File: config.mk
export PLATFORM = sky130hd
export DESIGN_NAME = lowest_free_id_allocator_flat
export DESIGN_NICKNAME = d
export VERILOG_FILES = /design/src/hw/rtl/lfid_pkg.sv /design/src/hw/rtl/lfid_req_if.sv /design/src/hw/rtl/lfid_rsp_if.sv /design/src/hw/rtl/lfid_map_mem.sv /design/src/hw/rtl/lfid_ctrl.sv /design/src/hw/rtl/lowest_free_id_allocator.sv /design/src/flat_wrapper.sv
export SDC_FILE = /design/constraint.sdc
export NUM_CORES = 1
export LEC_CHECK = 0
export BUFFER_PORTS_ARGS = -buffer_cell sky130_fd_sc_hd__buf_2
export CORE_UTILIZATION = 25
export DETAILED_ROUTE_END_ITERATION = 7
export GPL_ROUTABILITY_DRIVEN = 0
export PLACE_DENSITY = 0.5
export SYNTH_ARGS = -nofsm -noshare
export SYNTH_HDL_FRONTEND = slang
export SYNTH_SLANG_ARGS = --single-unit
File: constraint.sdc
create_clock -name clk -period 14.35 [get_ports clk]
set_clock_uncertainty 0.15 [all_clocks]
set_input_delay 1.435 -clock clk [delete_from_list [all_inputs] [get_ports clk]]
set_output_delay 1.435 -clock clk [all_outputs]
set_load 0.005 [all_outputs]
File: src/hw/rtl/lfid_pkg.sv
// ----------------------------------------------------------------------------
// lfid_pkg
// Shared types and constants of the lowest-free identifier allocator.
// ----------------------------------------------------------------------------
package lfid_pkg;

	localparam int ID_W         = 8;
	localparam int MAP_DEPTH    = 256;
	localparam int WORD_W       = 32;
	localparam int NUM_WORDS    = MAP_DEPTH / WORD_W;
	localparam int WADDR_W      = $clog2(NUM_WORDS);
	localparam int BIT_W        = $clog2(WORD_W);
	localparam int HW_W         = ID_W + 1;
	localparam int DEF_CAPACITY = 256;

	typedef enum logic [1:0] {
		CMD_RESERVE = 2'd0,
		CMD_RELEASE = 2'd1,
		CMD_QUERY   = 2'd2,
		CMD_NOP     = 2'd3
	} cmd_t;

	typedef enum logic [1:0] {
		ST_OK       = 2'd0,
		ST_RANGE    = 2'd1,
		ST_RELEASED = 2'd2,
		ST_FULL     = 2'd3
	} status_t;

	typedef struct packed {
		logic               rd_en;
		logic [WADDR_W-1:0] rd_addr;
		logic               wr_en;
		logic [WADDR_W-1:0] wr_addr;
		logic [WORD_W-1:0]  wr_data;
	} map_req_t;

endpackage

File: src/hw/rtl/lfid_req_if.sv
// ----------------------------------------------------------------------------
// lfid_req_if
// Command channel: one word carries a command and an identifier.
// ----------------------------------------------------------------------------
interface lfid_req_if;
	logic       valid;
	logic       ready;
	logic [1:0] cmd;
	logic [7:0] id_in;

	modport source (output valid, output cmd, output id_in, input ready);
	modport sink (input valid, input cmd, input id_in, output ready);
endinterface

File: src/hw/rtl/lfid_rsp_if.sv
// ----------------------------------------------------------------------------
// lfid_rsp_if
// Result channel: one word per command.
// ----------------------------------------------------------------------------
interface lfid_rsp_if;
	logic       valid;
	logic       ready;
	logic [7:0] id_out;
	logic [1:0] status;
	logic       is_reserved;

	modport source (output valid, output id_out, output status, output is_reserved,
		input ready);
	modport sink (input valid, input id_out, input status, input is_reserved,
		output ready);
endinterface

File: src/hw/rtl/lfid_map_mem.sv
// ----------------------------------------------------------------------------
// lfid_map_mem
// Reservation bitmap: 32-bit words, one read and one write port, registered
// read data. Per-word valid bits make unwritten words read as zero.
// ----------------------------------------------------------------------------
module lfid_map_mem
	import lfid_pkg::*;
(
	input  logic              clk,
	input  logic              arst_n,
	input  map_req_t          req,
	output logic [WORD_W-1:0] rdata
);

	logic [WORD_W-1:0]    mem [NUM_WORDS];
	logic [NUM_WORDS-1:0] wvalid_q;
	logic [WORD_W-1:0]    rword_s1;
	logic                 rok_s1;

	always_ff @(posedge clk or negedge arst_n) begin
		if (!arst_n) begin
			wvalid_q <= '0;
			rok_s1   <= 1'b0;
		end else begin
			if (req.wr_en) begin
				wvalid_q[req.wr_addr] <= 1'b1;
			end
			if (req.rd_en) begin
				rok_s1 <= wvalid_q[req.rd_addr];
			end
		end
	end

	always_ff @(posedge clk) begin
		if (req.wr_en) begin
			mem[req.wr_addr] <= req.wr_data;
		end
		if (req.rd_en) begin
			rword_s1 <= mem[req.rd_addr];
		end
	end

	assign rdata = rok_s1 ? rword_s1 : '0;

`ifndef ASSERT_OFF
	a_no_rw_overlap: assert property (@(posedge clk) disable iff (!arst_n)
		!(req.rd_en && req.wr_en))
		else $error("map read and write in the same cycle");
	a_wvalid_sticky: assert property (@(posedge clk) disable iff (!arst_n)
		req.wr_en |=> wvalid_q[$past(req.wr_addr)])
		else $error("written word not marked valid");
	a_wvalid_grow: assert property (@(posedge clk) disable iff (!arst_n)
		$countones(wvalid_q) >= $countones($past(wvalid_q)))
		else $error("word valid bit dropped");
`endif

endmodule

File: src/hw/rtl/lfid_ctrl.sv
// ----------------------------------------------------------------------------
// lfid_ctrl
// Command sequencer: scans the bitmap word by word for reserve, does a
// single read-modify-write for release and a single read for query, holds the high-water mark
// and the result register.
// ----------------------------------------------------------------------------
module lfid_ctrl
	import lfid_pkg::*;
#(
	parameter int CAPACITY = DEF_CAPACITY
) (
	input  logic              clk,
	input  logic              arst_n,
	lfid_req_if.sink          req,
	lfid_rsp_if.source        rsp,
	output map_req_t          mem_req,
	input  logic [WORD_W-1:0] mem_rdata
);

	localparam int LIMIT = (CAPACITY < MAP_DEPTH) ? CAPACITY : MAP_DEPTH;
	localparam logic [HW_W-1:0] LIMIT_HW = HW_W'(LIMIT);

	typedef enum logic [3:0] {
		S_IDLE = 4'b0001,
		S_SCAN = 4'b0010,
		S_CHK  = 4'b0100,
		S_PUSH = 4'b1000
	} state_t;

	state_t             state_q;
	logic [HW_W-1:0]    hw_q;
	logic [HW_W-1:0]    bound_q;
	logic [WADDR_W:0]   rd_w_q;
	logic [WADDR_W-1:0] rd_w_s1;
	logic               scan_vld_s1;
	cmd_t               cmd_q;
	logic [ID_W-1:0]    id_q;
	logic [ID_W-1:0]    res_id_q;
	status_t            res_st_q;
	logic               res_ans_q;
	logic               out_vld_q;
	logic [ID_W-1:0]    out_id_q;
	status_t            out_st_q;
	logic               out_ans_q;

	logic               accept;
	logic [HW_W-1:0]    base;
	logic               issue;
	logic [WORD_W-1:0]  free_mask;
	logic               hit;
	logic [BIT_W-1:0]   hit_pos;
	logic [ID_W-1:0]    hit_id;
	logic               scan_done;
	logic               scan_go;
	logic               id_ok;
	logic               id_bit;
	logic               push_fire;

	assign accept    = req.valid && req.ready;
	assign req.ready = (state_q == S_IDLE);
	assign push_fire = (state_q == S_PUSH) && (!out_vld_q || rsp.ready);

	always_comb begin
		base = {rd_w_q, BIT_W'(0)};
		issue = base < bound_q;
		for (int j = 0; j < WORD_W; j++) begin
			free_mask[j] = !mem_rdata[j] && ({1'b0, rd_w_s1, BIT_W'(j)} < bound_q);
		end
		hit = |free_mask;
		hit_pos = '0;
		for (int j = WORD_W - 1; j >= 0; j--) begin
			if (free_mask[j]) begin
				hit_pos = BIT_W'(j);
			end
		end
		hit_id    = {rd_w_s1, hit_pos};
		scan_done = (state_q == S_SCAN) && scan_vld_s1 && (hit || !issue);
		scan_go   = (state_q == S_SCAN) && issue && !scan_done;
		id_ok     = {1'b0, id_q} < hw_q;
		id_bit    = mem_rdata[id_q[BIT_W-1:0]];

		mem_req = '0;
		if (scan_go) begin
			mem_req.rd_en   = 1'b1;
			mem_req.rd_addr = rd_w_q[WADDR_W-1:0];
		end else if (accept && (cmd_t'(req.cmd) == CMD_RELEASE
				|| cmd_t'(req.cmd) == CMD_QUERY)) begin
			mem_req.rd_en   = 1'b1;
			mem_req.rd_addr = req.id_in[ID_W-1:BIT_W];
		end
		if (scan_done && hit) begin
			mem_req.wr_en   = 1'b1;
			mem_req.wr_addr = rd_w_s1;
			mem_req.wr_data = mem_rdata | (WORD_W'(1) << hit_pos);
		end else if ((state_q == S_CHK) && (cmd_q == CMD_RELEASE) && id_ok && id_bit) begin
			mem_req.wr_en   = 1'b1;
			mem_req.wr_addr = id_q[ID_W-1:BIT_W];
			mem_req.wr_data = mem_rdata & ~(WORD_W'(1) << id_q[BIT_W-1:0]);
		end
	end

	always_ff @(posedge clk or negedge arst_n) begin
		if (!arst_n) begin
			state_q     <= S_IDLE;
			hw_q        <= '0;
			rd_w_q      <= '0;
			scan_vld_s1 <= 1'b0;
			out_vld_q   <= 1'b0;
		end else begin
			scan_vld_s1 <= scan_go;
			if (push_fire) begin
				out_vld_q <= 1'b1;
			end else if (rsp.ready) begin
				out_vld_q <= 1'b0;
			end
			case (state_q)
				S_IDLE: begin
					rd_w_q <= '0;
					if (accept) begin
						case (cmd_t'(req.cmd))
							CMD_RESERVE: state_q <= S_SCAN;
							CMD_RELEASE: state_q <= S_CHK;
							CMD_QUERY:   state_q <= S_CHK;
							default:     state_q <= S_PUSH;
						endcase
					end
				end
				S_SCAN: begin
					if (scan_go) begin
						rd_w_q <= rd_w_q + (WADDR_W+1)'(1);
					end
					if (scan_done) begin
						if (hit && ({1'b0, hit_id} == hw_q)) begin
							hw_q <= hw_q + HW_W'(1);
						end
						state_q <= S_PUSH;
					end
				end
				S_CHK: state_q <= S_PUSH;
				S_PUSH: begin
					if (push_fire) begin
						state_q <= S_IDLE;
					end
				end
				default: state_q <= S_IDLE;
			endcase
		end
	end

	always_ff @(posedge clk) begin
		if (accept) begin
			cmd_q     <= cmd_t'(req.cmd);
			id_q      <= req.id_in;
			bound_q   <= (hw_q < LIMIT_HW) ? hw_q + HW_W'(1) : hw_q;
			res_id_q  <= req.id_in;
			res_st_q  <= ST_OK;
			res_ans_q <= 1'b0;
		end
		if (scan_go) begin
			rd_w_s1 <= rd_w_q[WADDR_W-1:0];
		end
		if (scan_done) begin
			res_id_q <= hit ? hit_id : '0;
			res_st_q <= hit ? ST_OK : ST_FULL;
		end
		if (state_q == S_CHK) begin
			if (cmd_q == CMD_RELEASE) begin
				res_st_q <= !id_ok ? ST_RANGE : (!id_bit ? ST_RELEASED : ST_OK);
			end else begin
				res_ans_q <= id_ok && id_bit;
			end
		end
		if (push_fire) begin
			out_id_q  <= res_id_q;
			out_st_q  <= res_st_q;
			out_ans_q <= res_ans_q;
		end
	end

	assign rsp.valid       = out_vld_q;
	assign rsp.id_out      = out_id_q;
	assign rsp.status      = out_st_q;
	assign rsp.is_reserved = out_ans_q;

`ifndef ASSERT_OFF
	a_hw_limit: assert property (@(posedge clk) disable iff (!arst_n)
		hw_q <= LIMIT_HW)
		else $error("high-water mark above limit");
	a_hw_step: assert property (@(posedge clk) disable iff (!arst_n)
		(hw_q != $past(hw_q)) |-> (hw_q == $past(hw_q) + HW_W'(1)))
		else $error("high-water mark moved by more than one");
	a_wr_state: assert property (@(posedge clk) disable iff (!arst_n)
		mem_req.wr_en |-> (state_q == S_SCAN || state_q == S_CHK))
		else $error("map write outside scan or check");
	a_hw_only_reserve: assert property (@(posedge clk) disable iff (!arst_n)
		(hw_q != $past(hw_q)) |-> ($past(state_q) == S_SCAN && $past(cmd_q) == CMD_RESERVE))
		else $error("high-water mark moved without a reserve");
`endif

endmodule

File: src/hw/rtl/lowest_free_id_allocator.sv
// ----------------------------------------------------------------------------
// lowest_free_id_allocator
// Hands out the lowest released identifier below the high-water mark, else
// the high-water value; releases and queries identifiers.
//
//   channel  modport  word
//   req      sink     cmd, id_in
//   rsp      source   id_out, status, is_reserved
//
// Reserve: scans w 32-bit bitmap words (1..8) in turn through the single map
// read port. Release: read-modify-write. Query: read. Unused: no map access.
// One command at a time; req is taken while the previous result waits on rsp.
// Reset: no clearing pass; unwritten map words read as zero.
// ----------------------------------------------------------------------------
module lowest_free_id_allocator
	import lfid_pkg::*;
#(
	parameter int CAPACITY = DEF_CAPACITY
) (
	input logic        clk,
	input logic        arst_n,
	lfid_req_if.sink   req,
	lfid_rsp_if.source rsp
);

	map_req_t          mem_req;
	logic [WORD_W-1:0] mem_rdata;

	lfid_ctrl #(
		.CAPACITY(CAPACITY)
	) u_ctrl (
		.clk      (clk),
		.arst_n   (arst_n),
		.req      (req),
		.rsp      (rsp),
		.mem_req  (mem_req),
		.mem_rdata(mem_rdata)
	);

	lfid_map_mem u_map (
		.clk   (clk),
		.arst_n(arst_n),
		.req   (mem_req),
		.rdata (mem_rdata)
	);

endmodule

File: src/flat_wrapper.sv
// flat-port wrapper written by rule: the top's interface ports become plain ports
module lowest_free_id_allocator_flat import lfid_pkg::*;
#(
	parameter int CAPACITY = DEF_CAPACITY
)
  (clk, arst_n, req_valid, req_cmd, req_id_in, req_ready, rsp_valid, rsp_id_out, rsp_status, rsp_is_reserved, rsp_ready);
  lfid_req_if req_i ();
  lfid_rsp_if rsp_i ();
  input logic clk;
  input logic arst_n;
  input wire logic [$bits(req_i.valid)-1:0] req_valid;
  input wire logic [$bits(req_i.cmd)-1:0] req_cmd;
  input wire logic [$bits(req_i.id_in)-1:0] req_id_in;
  output wire logic [$bits(req_i.ready)-1:0] req_ready;
  output wire logic [$bits(rsp_i.valid)-1:0] rsp_valid;
  output wire logic [$bits(rsp_i.id_out)-1:0] rsp_id_out;
  output wire logic [$bits(rsp_i.status)-1:0] rsp_status;
  output wire logic [$bits(rsp_i.is_reserved)-1:0] rsp_is_reserved;
  input wire logic [$bits(rsp_i.ready)-1:0] rsp_ready;
  assign req_i.valid = req_valid;
  assign req_i.cmd = req_cmd;
  assign req_i.id_in = req_id_in;
  assign req_ready = req_i.ready;
  assign rsp_valid = rsp_i.valid;
  assign rsp_id_out = rsp_i.id_out;
  assign rsp_status = rsp_i.status;
  assign rsp_is_reserved = rsp_i.is_reserved;
  assign rsp_i.ready = rsp_ready;
  lowest_free_id_allocator #(.CAPACITY(CAPACITY)) u_core (.clk(clk), .arst_n(arst_n), .req(req_i), .rsp(rsp_i));
endmodule
==> results of run 1 <==
cells in the mapped netlist, types with 5 or more instances:
master and count:
a32o_1 9, nor4_1 9, nand2_1 377, ha_1 20, a211oi_1 7, or2_2 6
nor2b_1 11, a22oi_1 6, a31o_1 21, a31o_2 13, a21o_1 12, edfxtp_1 329
buf_2 35, dfrtp_1 27, inv_1 29, nor2_1 45, xor2_1 5, a311oi_1 34
nor4b_1 6, and2_1 13, a31oi_1 8, nand2b_1 8, o31ai_1 8, o22ai_1 6
a21oi_1 77, nand4_1 6, o21ai_0 27, mux4_2 10, nand3_1 81, nor3_1 9
o21bai_1 8, xnor2_1 15, clkbuf_1 42, buf_4 8, a32oi_1 5, and3_1 47
report_power, final:
group | internal (mW) | leakage [nW] | total, mW | switching, mW
clock network | 0.551 | 0.619 | 0.979 | 0.428
registers | 1.20 | 4.06 | 1.29 | 0.0827
logic | 0.163 | 2.26 | 0.508 | 0.345
total | 1.92 | 6.94 | 2.77 | 0.856
metrics by stage:
stage,std cells,area [um^2],util (%)
6_report,2379,19300,28.7
5_1_grt,2378,19300,28.7
4_1_cts,2378,19300,28.7
3_5_place_dp,2304,18100,26.8
3_3_place_gp,2303,18100,26.8
2_1_floorplan,1472,17000,-
sequential cells by signal (all words and copies together), names as in the netlist:
signal,flops
u_core.u_ctrl.rsp.valid,1
u_core.u_map.wvalid_q,8
u_core.u_ctrl.hw_q,9
u_core.u_ctrl.cmd_q,2
u_core.u_ctrl.res_ans_q,1
u_core.u_ctrl.scan_vld_s1,1
u_core.u_ctrl.bound_q,9
u_core.u_map.rword_s1,32
u_core.u_ctrl.rsp.status,2
u_core.u_ctrl.rsp.is_reserved,1
u_core.u_ctrl.state_q,4
u_core.u_map.rok_s1,1
u_core.u_ctrl.rsp.id_out,8
u_core.u_ctrl.res_id_q,8
u_core.u_ctrl.rd_w_q,4
u_core.u_ctrl.id_q,8
u_core.u_map.mem,256
u_core.u_ctrl.rd_w_s1,3
u_core.u_ctrl.res_st_q,2
per-layer routing:
metal	wire length, um	global-route usage [%]	vias to the layer above	share of wire, %
li1	-	-	5497	-
met1	21300	18.5	5988	44
met2	21800	21.7	446	45
met3	3310	2.70	102	6.9
met4	1650	5.37	0	3.4
met5	0	0	-	0
logic make-up (layout without fill, tap and decap cells):
logic type	count (synthesis)	count (layout)	synth area share (%)
AND/OR/NAND/NOR	646	646	17.5
flip-flops	360	360	62.6
AO/OA/AOI/OAI	290	290	12.5
buffers and inverters	119	152	3.19
adder cells (fa/ha/maj)	20	20	1.47
XOR/XNOR	20	20	1.03
multiplexers	17	17	1.77
other	0	1	0
worst register-to-register path, cell delays in order, from the launching register on:
cell and delay [ns]:
edfxtp_1 0.50, ha_1 0.40, nand4b_1 0.78, o31a_1 0.65, o41ai_4 0.50, nand3_2 0.21, nor3_1 0.45, a21oi_2 0.10
buf_4 0.25, a22oi_1 0.83, inv_1 0.13, and2_2 0.55
area by class of cell:
type | count | area, um^2 | share of cell area (%)
Antenna cell | 1 | 2.50 | 0.0129
Tap cell | 873 | 1090 | 5.65
Timing Repair Buffer | 49 | 300 | 1.55
Clock inverter | 25 | 205 | 1.06
Multi-Input combinational cell | 993 | 5920 | 30.6
Sequential cell | 360 | 10600 | 55.1
Inverter | 29 | 109 | 0.563
Clock buffer | 49 | 1060 | 5.46
worst max path at each step:
stage	slack [ns]	from	end
finish	8.37	u_core.u_ctrl.rd_w_s1[1]	u_core.u_map.mem[2][4]
global route	8.00	u_core.u_ctrl.rd_w_s1[1]	u_core.u_map.mem[2][16]
CTS	8.38	u_core.u_ctrl.rd_w_s1[1]	u_core.u_map.mem[2][4]
detailed placement	8.46	u_core.u_ctrl.rd_w_s1[1]	u_core.u_map.mem[2][1]
global placement	8.37	u_core.u_ctrl.rd_w_s1[1]	u_core.u_map.mem[4][30]
floorplan	9.39	u_core.u_ctrl.rd_w_s1[1]	u_core.u_map.mem[4][0]
==> impl_metrics.py, run 1 <==
metrics = {
    "status": {
        "outcome": "completed",
    },
    "flow_run": {
        "cap_violations": 0,
    },
    "clocking": {
        "htree_num_levels": 2,
        "post_cts_hold_buffer_count": 0,
        "cts_post_setup_buffers_inserted": 0,
        "cts_resized": 0,
        "clockBufferDepth": 3,
        "worstSkewPairLatency_ns": 0.59,
        "cts-root-buf": "clkbuf_16",
        "cts_buffers": 41,
        "clock_sinks": 360,
        "cts.clk_slew.worst_paths_ns": 0.06,
        "cts_tree": "done",
    },
    "die": {
        "core-area_um2": 67300,
        "dieHeight_um": 263,
        "start_util_pct": 25.3,
        "die_w_um": 263,
        "die-area_um2": 69100,
        "pin_count": 27,
        "std_cell_rows": 95,
    },
    "timing": {
        "rsz0062_at_grt": "no",
        "finalSetupViolations": 0,
        "slew_headroom_pct": 25.0,
        "tns_ns": 0,
        "worst_slack_ns": 8.37,
        "fin_crit_ns": 5.98,
        "slew_violations": 0,
        "holdWs_ns": 0.268,
        "worst_pin_slew_ns": 1.11,
        "max_freq_mhz": 167,
        "fin_crit_sh_pct": 41.6,
        "hold_viol": 0,
    },
    "finish": {
        "final_common_cell": "nand2_1",
        "areaGrowthSynthToFinish_pct": 13.7,
        "layout.nets": 1508,
        "fillerInstances": 6876,
        "mostFrequentLayoutCells": "377 x nand2_1, 329 x edfxtp_1, 81 x nand3_1",
        "drive_gt1_share_pct": 11.4,
    },
    "synthesis": {
        "yosysTopAreaCell": "edfxtp_1",
        "synth_top_area_share_pct": 58.1,
        "synth-seq-area-share_pct": 62.6,
        "ys_types": 86,
        "synth_nets": 1506,
        "syn_area_um2": 17000,
        "synth_cells": 1472,
        "syn_avg_cell_area_um2": 11.6,
        "synthArstFlopShare_pct": 7.78,
        "yosysWarnings": 0,
        "synth-seq-cells": 360,
        "synth_top_cells_by_area": "edfxtp_1 58%, nand2_1 8.3%, dfrtp_1 4.0%, nand3_1 2.4%, a21oi_1 2.3%",
        "synthFlopType": "edfxtp_1",
        "synth_edf_count": 329,
    },
    "critical_path": {
        "r2r_end": "u_core.u_map.mem[2][4]",
        "cp-end-kind": "flop",
        "critical_path.max_fanout": 32,
        "worstSetupPathType": "flop to flop",
        "crit_cells": 11,
        "critical_path_arrival_ns": 6.00,
        "r2r_start": "u_core.u_ctrl.rd_w_s1[1]",
        "cp-start-kind": "flop",
        "r2r_slack_ns": 8.37,
        "worst-path-buf-inv": 2,
        "cpLargestDelayFamily": "compound AO/OA/AOI/OAI gates",
        "crit_slowest_cell": "a22oi_1",
        "cpPeakStageDelay_ns": 0.82,
        "path_cells": "ha_1, nand4b_1, o31a_1, o41ai_4, nand3_2, nor3_1, a21oi_2, buf_4, a22oi_1, inv_1, and2_2",
        "r2r_cells": 11,
        "crit_required_ns": 14.37,
    },
    "routing": {
        "routedWlPerCell_um": 20.2,
        "num_vias": 12000,
        "dr.pass1.iters": 8,
        "vias_per_cell": 5.06,
        "drc_errors": 0,
        "routed_wl_mm": 48.1,
        "drt_iter0_drc": 1074,
        "drtAntennaViolNets": 0,
    },
    "grt": {
        "grt_max_degree": 67,
        "grt_pass1_wl_mm": 73.4,
        "antenna_found_initial": 0,
        "grt_pass1_vias": 11800,
        "grt_util_all_layers_pct": 13.8,
        "grt_overflow": 0,
    },
    "min_path": {
        "hold_path_depth": 0,
        "worstHoldStart": "u_core.u_ctrl.res_id_q[6]",
        "hold_end": "u_core.u_ctrl.rsp.id_out[6]",
        "min_path_type": "flop to flop",
    },
    "power": {
        "vdd_drop_max_v": 0.0000707,
        "leakage_nw": 6.94,
        "p_per_area_nw_per_um2": 144,
        "p_total_mw": 2.77,
    },
    "placed_design": {
        "dp_worst_setup_slack_ns": 8.46,
        "dp_hpwl_mm": 30.5,
        "io_buffer_count": 26,
    },
}
Power figures use the tool's default switching activity.
==> inputs of run 2 (changes only) <==
Settings changed: ABC_AREA from default to 1, PLACE_DENSITY 0.5 to 0.51.
Clock period 14.35 ns to 5.3 ns, I/O delays scaled along.
==> run 2 against run 1 <==
The run now ends with design-rule violations left. Die area is 1.6% lower. Setup slack got worse by 8.0 ns. Utilization is 1.0 points higher. Synthesized area fell by 1.6%. Fmax increased by 22%. Global-route usage increased by 0.12 points. Flip-flop and latch count stayed put. Register-to-register slack lost 8.0 ns. First-iteration DRC count down 3.5%. Critical endpoint is now u_core.u_map.mem[3][30]. Largest cell class unchanged. Highest routed layer unchanged.
==> impl_metrics.py, run 2 <==
metrics = {
    "timing": {
        "fin_crit_ns": 4.91,
        "hold_viol": 0,
        "rsz0062_at_grt": "no",
        "finalSetupViolations": 0,
        "fin_crit_sh_pct": 92.6,
        "max_freq_mhz": 204,
        "tns_ns": 0,
        "slew_headroom_pct": 26.3,
        "slew_violations": 0,
        "worst_pin_slew_ns": 1.10,
    },
    "power": {
        "vdd_drop_max_v": 0.000204,
        "p_total_mw": 7.56,
        "p_per_area_nw_per_um2": 385,
        "leakage_nw": 7.85,
    },
    "synthesis": {
        "synth_edf_count": 329,
        "syn_area_um2": 16700,
        "synthFlopType": "edfxtp_1",
        "synth_top_area_share_pct": 59.1,
        "yosysTopAreaCell": "edfxtp_1",
        "synth_top_cells_by_area": "edfxtp_1 59%, nor2_1 7.3%, nand2_1 4.3%, dfrtp_1 4.0%, o21ai_0 3.6%",
        "yosys-top-cells-count": "329 x edfxtp_1, 324 x nor2_1, 193 x nand2_1",
        "synth_nets": 1655,
        "synth-seq-cells": 360,
        "synth_cells": 1621,
        "yosysMostFrequentCell": "edfxtp_1",
        "ys_types": 58,
        "syn_avg_cell_area_um2": 10.3,
        "synthArstFlopShare_pct": 7.78,
        "yosysWarnings": 0,
        "synth-seq-area-share_pct": 63.6,
    },
    "clocking": {
        "cts.clk_slew.worst_paths_ns": 0.05,
        "cts_tree": "done",
        "worstSkewPairLatency_ns": 0.58,
        "cts-root-buf": "clkbuf_16",
        "htree_num_levels": 2,
        "clock_sinks": 360,
        "cts_buffers": 40,
        "clockBufferDepth": 3,
    },
    "status": {
        "violations": "design-rule violations",
        "outcome": "finished, violations left",
    },
    "grt": {
        "grt_util_all_layers_pct": 13.9,
        "grt_overflow": 0,
        "grt_pass1_wl_mm": 72.5,
        "grt_pass1_vias": 12200,
        "antenna_found_initial": 0,
        "grt_max_degree": 83,
    },
    "critical_path": {
        "r2r_end": "u_core.u_map.mem[3][30]",
        "critical_path.max_fanout": 8,
        "critical_path_arrival_ns": 4.96,
        "critPathCapture": "u_core.u_map.mem[3][30]",
        "cp-start-kind": "flop",
        "r2r_cells": 36,
        "worstSetupPathType": "flop to flop",
        "crit_required_ns": 5.35,
        "crit_slowest_cell": "o31ai_1",
        "cpPeakStageDelay_ns": 0.89,
        "cp-end-kind": "flop",
        "crit_top_cell": "nand2_1",
        "critPathLaunch": "u_core.u_ctrl.rd_w_s1[1]",
        "r2r_slack_ns": 0.39,
        "r2r_start": "u_core.u_ctrl.rd_w_s1[1]",
    },
    "routing": {
        "routed_wl_mm": 46.9,
        "drc_errors": 10,
        "drt_iter0_drc": 1036,
        "vias_per_cell": 4.79,
        "routedWlPerCell_um": 18.2,
        "drtAntennaViolNets": 0,
        "dr.pass1.iters": 7,
        "num_vias": 12300,
    },
    "finish": {
        "largest_reg_flops": 256,
        "areaGrowthSynthToFinish_pct": 17.4,
        "diodes": 0,
        "layout.nets": 1713,
        "mostFrequentLayoutCells": "329 x edfxtp_1, 315 x nor2_1, 193 x nand2_1",
        "final_common_cell": "edfxtp_1",
        "reg_top3": "u_core.u_map.mem x256, u_core.u_map.rword_s1 x32",
        "largest_register": "u_core.u_map.mem",
        "drive_gt1_share_pct": 12.2,
    },
    "die": {
        "die_w_um": 261,
        "start_util_pct": 25.3,
        "die-area_um2": 67900,
        "dieHeight_um": 261,
        "std_cell_rows": 94,
        "pin_count": 27,
        "core-area_um2": 66000,
    },
    "placed_design": {
        "dp_hpwl_mm": 29.5,
        "io_buffer_count": 26,
    },
    "flow_run": {
        "cap_violations": 0,
    },
    "min_path": {
        "worstHoldStart": "req_cmd[0]",
        "min_path_type": "input port to flop",
    },
}
## run 2: routing by layer
metal  vias to the layer above  track usage, %  share of wire, %  wire length (um)
met5                         -               0                 0                 0
met4                         0            4.89               2.8              1300
met3                        72            2.23               5.9              2770
met2                       408            22.7                47             21900
met1                      6015            18.5                45             21000
li1                       5819               -                 -                 -
## run 2: worst max-delay path: cells and delay by family, from the launching register on
kind | cells | cell delay (ns)
AOI/OAI and AO/OA | 4 | 1.48
adders and majority gates | 1 | 0.36
DFF | 1 | 0.43
and+or+nand+nor | 31 | 2.14
## run 2: layout make-up
type                    count  area, um^2
fillers                  6779       46400
flip-flops and latches    360       10600
multi-input cells        1044        5280
clock buffers              54        1080
well taps                 864        1080
repair buffers             93         828
inverters                 140         527
clock inverters            17         186
## run 2: cell families after synthesis
| kind of cell | after synthesis | share of synthesized area (%) |
|---|---|---|
| xor gates and xnor gates | 10 | 0.524 |
| AOI/OAI and AO/OA | 365 | 12.6 |
| adders and majority gates | 20 | 1.50 |
| buffers and inverters | 217 | 5.46 |
| DFF | 360 | 63.6 |
| and+or+nand+nor | 649 | 16.3 |
## run 2: what timing repair did
item / CTS / global route
endpoints found under the setup margin: 0 / 128
endpoints found under the hold margin: 31 / 0
setup buffers: 0 / 6
resized for setup: 0 / 16
hold buffers: 5 / 0
## run 2: how the worst min path moves through the flow
stage | end | cells past startpoint
after detailed placement | u_core.u_ctrl.rsp.id_out[4] | 0
after floorplan | u_core.u_ctrl.hw_q[0] | 0
after CTS | u_core.u_ctrl.cmd_q[0] | 1
after global routing | u_core.u_ctrl.cmd_q[0] | 1
after global placement | u_core.u_ctrl.rsp.id_out[0] | 0
final | u_core.u_ctrl.cmd_q[0] | 1
## run 2: power breakdown
part           internal (mW)  leakage [nW]  total, mW  switching (mW)
clock network           1.59         0.622       2.70            1.12
registers               3.27          4.04       3.38           0.107
logic                  0.444          3.19       1.47            1.03
## run 2: through the flow
step	hold slack [ns]	util, %	area, um^2	instances	setup WS (ns)
finish	0.0345	29.7	19600	2572	0.390
global route	0.0143	29.7	19600	2572	0.00138
CTS	0.000804	29.6	19500	2566	0.285
detailed placement	0.256	27.6	18200	2490	0.292
global placement	0.253	27.6	18200	2490	0.321
floorplan	0.0844	-	16700	1621	0.472
